`src/rtl/tlssni_pkg.sv`:
```
// Package for the ClientHello server-name extractor.
// Holds the transfer payload types, parse phase codes and status codes.
// No dependencies.
`default_nettype none

package tlssni_pkg;

    // Fixed header: type, 3-byte length, version, 32-byte random
    localparam int HDR_BYTES = 38;
    localparam logic [15:0] HDR_LAST = 16'(HDR_BYTES - 1);

    localparam logic [1:0] ST_NAME_BYTE = 2'd0;
    localparam logic [1:0] ST_NO_NAME   = 2'd1;
    localparam logic [1:0] ST_TRUNCATED = 2'd2;

    typedef struct packed {
        logic [7:0] data_byte;
        logic       end_of_message;
    } in_item_t;

    typedef struct packed {
        logic [7:0] name_byte;
        logic [1:0] status;
        logic       is_last;
    } out_item_t;

    typedef enum logic [14:0] {
        PH_HDR       = 15'h0001,
        PH_SID_LEN   = 15'h0002,
        PH_SID_SKIP  = 15'h0004,
        PH_CS_HI     = 15'h0008,
        PH_CS_LO     = 15'h0010,
        PH_CS_SKIP   = 15'h0020,
        PH_COMP_LEN  = 15'h0040,
        PH_COMP_SKIP = 15'h0080,
        PH_EXTS_HI   = 15'h0100,
        PH_EXTS_LO   = 15'h0200,
        PH_EXT_HDR   = 15'h0400,
        PH_EXT_BODY  = 15'h0800,
        PH_SNI_HDR   = 15'h1000,
        PH_NAME      = 15'h2000,
        PH_DONE      = 15'h4000
    } phase_t;

endpackage

`default_nettype wire

```
`src/rtl/tlssni_parse.sv`:
```
// Parse state and per-byte next-state logic for the server-name extractor.
// Holds the extension type register. Depends on tlssni_pkg.
`default_nettype none

module tlssni_parse
    import tlssni_pkg::*;
(
    input  wire logic      aclk,
    input  wire logic      aresetn,
    input  wire logic      cfg_valid,
    input  wire logic [15:0] cfg_data,
    input  wire logic      accept,
    input  wire in_item_t  item,
    output logic           res_valid,
    output out_item_t      res_item
);

    phase_t      phase_reg, phase_next;
    logic [15:0] fbl_reg, fbl_next;
    logic [7:0]  len_hi_reg, len_hi_next;
    logic [15:0] exts_left_reg, exts_left_next;
    logic [15:0] ext_type_reg, ext_type_next;
    logic [15:0] ext_left_reg, ext_left_next;
    logic        found_reg, found_next;
    logic [15:0] sni_type_reg;

    logic [15:0] word;
    logic [15:0] exts_dec;
    logic [15:0] body_dec;
    logic [15:0] name_len;
    logic [15:0] fbl_dec;
    logic        fbl_end;
    logic [7:0]  b;
    logic        emit;
    logic [7:0]  nb;
    logic [1:0]  st;
    logic        last;

    assign b        = item.data_byte;
    assign word     = {len_hi_reg, b};
    assign exts_dec = (exts_left_reg != '0) ? exts_left_reg - 16'd1 : '0;
    assign body_dec = (ext_left_reg != '0) ? ext_left_reg - 16'd1 : '0;
    assign name_len = (word > body_dec) ? body_dec : word;
    assign fbl_end  = (fbl_reg <= 16'd1);
    assign fbl_dec  = fbl_reg - 16'd1;

    always_comb begin
        phase_next     = phase_reg;
        fbl_next       = fbl_reg;
        len_hi_next    = len_hi_reg;
        exts_left_next = exts_left_reg;
        ext_type_next  = ext_type_reg;
        ext_left_next  = ext_left_reg;
        found_next     = found_reg;
        emit           = 1'b0;
        nb             = 8'd0;
        st             = ST_NAME_BYTE;
        last           = 1'b0;

        unique case (phase_reg)
            PH_HDR: begin
                if (fbl_reg >= HDR_LAST) begin
                    fbl_next   = '0;
                    phase_next = PH_SID_LEN;
                end else begin
                    fbl_next = fbl_reg + 16'd1;
                end
            end
            PH_SID_LEN: begin
                fbl_next   = {8'd0, b};
                phase_next = (b != 8'd0) ? PH_SID_SKIP : PH_CS_HI;
            end
            PH_SID_SKIP: begin
                fbl_next = fbl_end ? '0 : fbl_dec;
                if (fbl_end) phase_next = PH_CS_HI;
            end
            PH_CS_HI: begin
                len_hi_next = b;
                phase_next  = PH_CS_LO;
            end
            PH_CS_LO: begin
                fbl_next   = word;
                phase_next = (word != '0) ? PH_CS_SKIP : PH_COMP_LEN;
            end
            PH_CS_SKIP: begin
                fbl_next = fbl_end ? '0 : fbl_dec;
                if (fbl_end) phase_next = PH_COMP_LEN;
            end
            PH_COMP_LEN: begin
                fbl_next   = {8'd0, b};
                phase_next = (b != 8'd0) ? PH_COMP_SKIP : PH_EXTS_HI;
            end
            PH_COMP_SKIP: begin
                fbl_next = fbl_end ? '0 : fbl_dec;
                if (fbl_end) phase_next = PH_EXTS_HI;
            end
            PH_EXTS_HI: begin
                len_hi_next = b;
                phase_next  = PH_EXTS_LO;
            end
            PH_EXTS_LO: begin
                exts_left_next = word;
                fbl_next       = '0;
                phase_next     = (word == '0) ? PH_DONE : PH_EXT_HDR;
            end
            PH_EXT_HDR: begin
                exts_left_next = exts_dec;
                if (fbl_reg == 16'd0 || fbl_reg == 16'd2) begin
                    len_hi_next = b;
                    fbl_next    = fbl_reg + 16'd1;
                end else if (fbl_reg == 16'd1) begin
                    ext_type_next = word;
                    fbl_next      = fbl_reg + 16'd1;
                end else begin
                    ext_left_next = word;
                    fbl_next      = '0;
                    if (word == '0) begin
                        // empty extension is skipped, even a matching one
                        phase_next = (exts_dec == '0) ? PH_DONE : PH_EXT_HDR;
                    end else if (ext_type_reg == sni_type_reg && !found_reg) begin
                        phase_next = PH_SNI_HDR;
                    end else begin
                        phase_next = PH_EXT_BODY;
                    end
                end
            end
            PH_EXT_BODY: begin
                exts_left_next = exts_dec;
                ext_left_next  = body_dec;
                if (body_dec == '0) begin
                    fbl_next   = '0;
                    phase_next = (exts_dec == '0) ? PH_DONE : PH_EXT_HDR;
                end
            end
            PH_SNI_HDR: begin
                // list length (2), name type (1), name length (2)
                exts_left_next = exts_dec;
                ext_left_next  = body_dec;
                if (fbl_reg == 16'd3) len_hi_next = b;
                if (body_dec == '0) begin
                    fbl_next   = '0;
                    phase_next = (exts_dec == '0) ? PH_DONE : PH_EXT_HDR;
                end else if (fbl_reg >= 16'd4) begin
                    // name is cut at the end of its extension
                    fbl_next   = name_len;
                    phase_next = (name_len != '0) ? PH_NAME : PH_EXT_BODY;
                end else begin
                    fbl_next = fbl_reg + 16'd1;
                end
            end
            PH_NAME: begin
                exts_left_next = exts_dec;
                ext_left_next  = body_dec;
                emit           = 1'b1;
                nb             = b;
                if (fbl_end) begin
                    fbl_next   = '0;
                    found_next = 1'b1;
                    last       = 1'b1;
                    phase_next = PH_DONE;
                end else begin
                    fbl_next = fbl_dec;
                end
            end
            PH_DONE: begin
            end
            default: begin
            end
        endcase

        if (item.end_of_message) begin
            if (phase_next != PH_DONE) begin
                emit = 1'b1;
                nb   = 8'd0;
                st   = ST_TRUNCATED;
                last = 1'b1;
            end else if (!found_next) begin
                emit = 1'b1;
                nb   = 8'd0;
                st   = ST_NO_NAME;
                last = 1'b1;
            end
            phase_next     = PH_HDR;
            fbl_next       = '0;
            len_hi_next    = '0;
            exts_left_next = '0;
            ext_type_next  = '0;
            ext_left_next  = '0;
            found_next     = 1'b0;
        end
    end

    always_ff @(posedge aclk) begin
        if (!aresetn) begin
            phase_reg     <= PH_HDR;
            fbl_reg       <= '0;
            len_hi_reg    <= '0;
            exts_left_reg <= '0;
            ext_type_reg  <= '0;
            ext_left_reg  <= '0;
            found_reg     <= 1'b0;
        end else if (accept) begin
            phase_reg     <= phase_next;
            fbl_reg       <= fbl_next;
            len_hi_reg    <= len_hi_next;
            exts_left_reg <= exts_left_next;
            ext_type_reg  <= ext_type_next;
            ext_left_reg  <= ext_left_next;
            found_reg     <= found_next;
        end
    end

    always_ff @(posedge aclk) begin
        if (!aresetn) begin
            sni_type_reg <= '0;
        end else if (cfg_valid) begin
            sni_type_reg <= cfg_data;
        end
    end

    assign res_valid          = accept && emit;
    assign res_item.name_byte = nb;
    assign res_item.status    = st;
    assign res_item.is_last   = last;

endmodule

`default_nettype wire

```
`src/rtl/tlssni_out_reg.sv`:
```
// Result register for the server-name extractor: holds one result until
// the downstream transfer completes. Depends on tlssni_pkg.
`default_nettype none

module tlssni_out_reg
    import tlssni_pkg::*;
(
    input  wire logic      aclk,
    input  wire logic      aresetn,
    input  wire logic      push_valid,
    input  wire out_item_t push_item,
    output logic           free,
    output logic           m_valid,
    input  wire logic      m_ready,
    output out_item_t      m_data
);

    logic      valid_reg, valid_next;
    out_item_t data_reg;

    // slot frees up in the same cycle the held result is taken
    assign free = !valid_reg || m_ready;

    always_comb begin
        valid_next = valid_reg;
        if (free) valid_next = push_valid;
    end

    always_ff @(posedge aclk) begin
        if (!aresetn) begin
            valid_reg <= 1'b0;
        end else begin
            valid_reg <= valid_next;
        end
    end

    always_ff @(posedge aclk) begin
        if (free && push_valid) data_reg <= push_item;
    end

    assign m_valid = valid_reg;
    assign m_data  = data_reg;

endmodule

`default_nettype wire

```
`src/rtl/tls_client_hello_sni_extract.sv`:
```
// A result is registered and appears on m_valid in the cycle after the byte that causes it.
// Throughput: one byte per cycle while s_ready is high; each byte updates the parse state in one pass.
// Input stalls only while the result register holds a result not yet taken.
// Reset (aresetn low, synchronous): parse state to message start, no result
// held, server-name type register to 0. Configuration writes always accepted.
`default_nettype none

module tls_client_hello_sni_extract
    import tlssni_pkg::*;
(
    input  wire logic        aclk,
    input  wire logic        aresetn,
    input  wire logic        cfg_valid,
    output logic             cfg_ready,
    input  wire logic [15:0] cfg_data,
    input  wire logic        s_valid,
    output logic             s_ready,
    input  wire in_item_t    s_data,
    output logic             m_valid,
    input  wire logic        m_ready,
    output out_item_t        m_data
);

    logic      accept;
    logic      res_valid;
    out_item_t res_item;
    logic      slot_free;

    assign cfg_ready = 1'b1;
    assign s_ready   = slot_free;
    assign accept    = s_valid && slot_free;

    tlssni_parse u_parse (
        .aclk      (aclk),
        .aresetn   (aresetn),
        .cfg_valid (cfg_valid),
        .cfg_data  (cfg_data),
        .accept    (accept),
        .item      (s_data),
        .res_valid (res_valid),
        .res_item  (res_item)
    );

    tlssni_out_reg u_out (
        .aclk       (aclk),
        .aresetn    (aresetn),
        .push_valid (res_valid),
        .push_item  (res_item),
        .free       (slot_free),
        .m_valid    (m_valid),
        .m_ready    (m_ready),
        .m_data     (m_data)
    );

endmodule

`default_nettype wire

```
`config.mk`:
```
export PLATFORM = sky130hd
export DESIGN_NAME = tls_client_hello_sni_extract
export DESIGN_NICKNAME = d
export VERILOG_FILES = /design/src/rtl/tlssni_pkg.sv /design/src/rtl/tlssni_parse.sv /design/src/rtl/tlssni_out_reg.sv /design/src/rtl/tls_client_hello_sni_extract.sv
export SDC_FILE = /design/constraint.sdc
export NUM_CORES = 1
export LEC_CHECK = 0
export BUFFER_PORTS_ARGS = -buffer_cell sky130_fd_sc_hd__buf_2
export CAP_MARGIN = 15
export CORE_AREA = 2 2 121 123
export DETAILED_ROUTE_END_ITERATION = 12
export DIE_AREA = 0 0 123 125
export PLACE_DENSITY = 0.78
export SLEW_MARGIN = 10
export SYNTH_ARGS = -nofsm -noshare
export SYNTH_HDL_FRONTEND = slang
export SYNTH_SLANG_ARGS = --single-unit
export TNS_END_PERCENT = 20
```
`constraint.sdc`:
```
create_clock -name aclk -period 8.6 [get_ports aclk]
set_input_delay 2.15 -clock aclk [delete_from_list [all_inputs] [get_ports aclk]]
set_output_delay 2.15 -clock aclk [all_outputs]
set_load 0.02 [all_outputs]
```
==> flow_summary.yaml <==
status:
  status: "finished clean"
sta:
  fin_worst_skew_ps: 8.712
  slew_viol_final: 0
  tns_ps: 0
  rsz0062_at_grt: "false"
  period_minus_slack_ps: 5458
  setup_violations: 0
  timing.fmax_ghz: 0.1832
  relSlewSlack_pct: 22.59
  hold_viol: 0
  layout_setup_ws_ps: 3142
  worst_slew_pin_slew_ps: 1153
  min_period_over_period_pct: 63.47
floorplan:
  core_mm2: 0.01420
  start_util_pct: 58.55
  dieArea_mm2: 0.01538
  fp.dieH_um: 125
  ios: 44
  rows: 44
  die_w_um: 123
grt:
  grtUsageTotal_pct: 36.03
  overflow: 0
  grt_pass1_wl_um: 43250
  grt_pass1_vias: 7861
  grt_max_degree: 65
  antenna_found_initial: 0
synth:
  syn_inst: 1101
  syn_avg_cell_area_um2: 7.554
  synth-seq-cells: 116
  synth_area_mm2: 0.008317
  ys_seq_area_share_pct: 29.25
  synth.distinct_cells: 92
  synth-async-reset-ratio_pct: 0
  synth_area_leaders: "dfxtp_1 (25%), nor2_1 (7.4%), a21oi_1 (6.0%)"
  synth_top_cell_area_share_pct: 25.27
  synth_flop_cell: "dfxtp_1"
  syn_nets: 1155
  synth_largest_area_cell: "dfxtp_1"
  yosysWarnings: 0
  synth-edff-count: 11
finish:
  area_growth_syn_to_layout_pct: 9.373
  antennaDiodeCount: 0
  mostFrequentLayoutCell: "nor2_1"
  regArea_mm2: 0.002432
  n_fill_cell: 1268
  drive_above_1_share_pct: 10.86
  layout_common_cells: "nor2_1 (164), dfxtp_1 (105), a21oi_1 (100)"
  fin_nets: 1137
  multi_input_area_mm2: 0.005466
setup_path:
  max_stage_delay_ps: 850
  critical_path.endpoint_type: "flip-flop"
  crit_fanout: 11
  crit_chain: "inv_1 > ha_1 > or3b_1 > o31a_1 > or2_1 > and2_1 > inv_1 > ha_1 > a21oi_1 > nand2_1 > a221oi_1 > o211ai_1 > and2_0 > a41o_1 > o2111a_1 > o211ai_1 > o31ai_1 > a21oi_1"
  startpoint_type: "flip-flop"
  cpMaxStageDelayCell: "a21oi_1"
  arrival_ps: 5500
  required_ps: 8640
  crit_buf_inv: 2
  critPathKind: "flip-flop to flip-flop"
  crit_family: "compound AO/OA/AOI/OAI gates"
clocking:
  cts.sinks: 116
  cts_buffer_depth: 2
  postCtsSetupBuffers: 0
  cts_max_level: 4
  cts_tree: "done"
  root_buffer: "clkbuf_16"
  numCtsBuffers: 17
  postCtsHoldBufs: 0
  clkTransAtPathRegs_ps: 50
  clock_latency_ps: 430
  cts-resized-gates: 0
pwr:
  switchingPower_w: 0.0004580
  combinationalPowerShare_pct: 16.0
  vdd_drop_max_mv: 0.1851
  p_int_w: 0.001114
  p_sw_share_pct: 29.14
  leakagePower_nw: 3.567
  p_clk_share_pct: 47.6
  p_seq_share_pct: 36.4
  p_per_area_mw_per_mm2: 172.8
drt:
  drt_iter0_drc: 1142
  wl_per_cell_um: 21.38
  via_per_inst: 6.843
  vias: 8759
  postRouteAntennaNets: 0
  drt-total-wl_um: 27360
  drc: 0
  dr.pass1.iters: 8
place:
  place_hpwl_um: 19090
  place_ws_ps: 2922
  routabilityCongestion: 0.9792
  io_buffers: 42
flow_run:
  cap_violations: 0
hold_path:
  hold_path.class: "flip-flop to flip-flop"
-- cells by family (layout without fill, tap and decap cells) --
family | after synthesis | count (layout) | share of synthesized area (%)
and+or+nand+nor | 499 | 499 | 30.99
AOI/OAI and AO/OA | 283 | 283 | 22.96
DFF | 116 | 116 | 29.25
buffers and inverters | 106 | 101 | 5.220
xor gates and xnor gates | 49 | 49 | 5.160
adders and majority gates | 24 | 24 | 3.611
muxes | 23 | 23 | 2.768
other | 1 | 1 | 0.04509
-- power groups by stage --
stage	sequential (W)	combinational, W	clock, W
final	0.000572	0.000252	0.000748
after global routing	0.000573	0.000272	0.000775
after CTS	0.000571	0.000245	0.000756
after detailed placement	0.000583	0.000243	0
after global placement	0.000583	0.000241	0
after floorplan	0.000579	0.000182	0
-- final timing paths --
kind                                start  slack, ps  depth (start not counted)            endpoint
hold reg to reg        u_parse.fbl_reg[8]        500                          2  u_parse.fbl_reg[8]
setup reg to reg  u_parse.ext_left_reg[0]       3140                         18     u_out.m_data[2]
setup / recovery  u_parse.ext_left_reg[0]       3140                         18     u_out.m_data[2]
hold / removal         u_parse.fbl_reg[8]        500                          2  u_parse.fbl_reg[8]
-- layout make-up --
type | count | share of cell area [%]
Tap cell | 184 | 2.531
Sequential cell | 116 | 26.74
Multi-Input combinational cell | 879 | 60.10
Timing Repair Buffer | 51 | 3.054
Inverter | 18 | 0.7428
Clock buffer | 19 | 4.993
Clock inverter | 13 | 1.843
-- synthesized netlist by cell type (all sizes together), types with 7 or more instances --
library cell  instances
a211oi                7
buf                  15
nand4b                8
xnor2                15
a2bb2oi               7
mux2i                23
inv                  18
nor2b                 7
a21oi               101
xor2                 34
edfxtp               11
a221oi                7
and2                 11
or3                  17
nor2                165
o31ai                13
nor3b                10
dfxtp               105
nand2b               11
a22oi                28
nand4                23
a31oi                11
nor4b                 7
and3                 12
clkbuf               73
o211ai               22
a2111oi               8
nor3                 57
nor4                 25
or4                  16
ha                   24
nand2                93
nand3                21
o21ai                31
-- tightest hold or removal path, stage by stage (launching register included) --
cell and delay (ps):
dfxtp_1 340, nand2_1 70, a21oi_1 50
-- per-layer routing --
metal / global-route usage, % / part of all wire (%) / vias to the layer above
li1: - / - / 4036
met1: 49.77 / 41 / 4121
met2: 54.89 / 45 / 502
met3: 6.524 / 9.6 / 100
met4: 15.64 / 3.9 / 0
met5: 0 / 0 / -
-- through the flow --
stage	power, W	util, %	instance area, µm²	cells	hold WS [ps]
final	0.001572	64.04	9096	1280	503.5
after global routing	0.001620	64.04	9096	1280	542.9
after CTS	0.001572	64.04	9096	1280	501.7
after detailed placement	0.0008252	59.66	8474	1248	491.2
after global placement	0.0008233	59.66	8474	1248	480.6
after floorplan	0.0007610	-	8317	1101	464.5
Note: power is estimated with default switching activity, not from simulation.
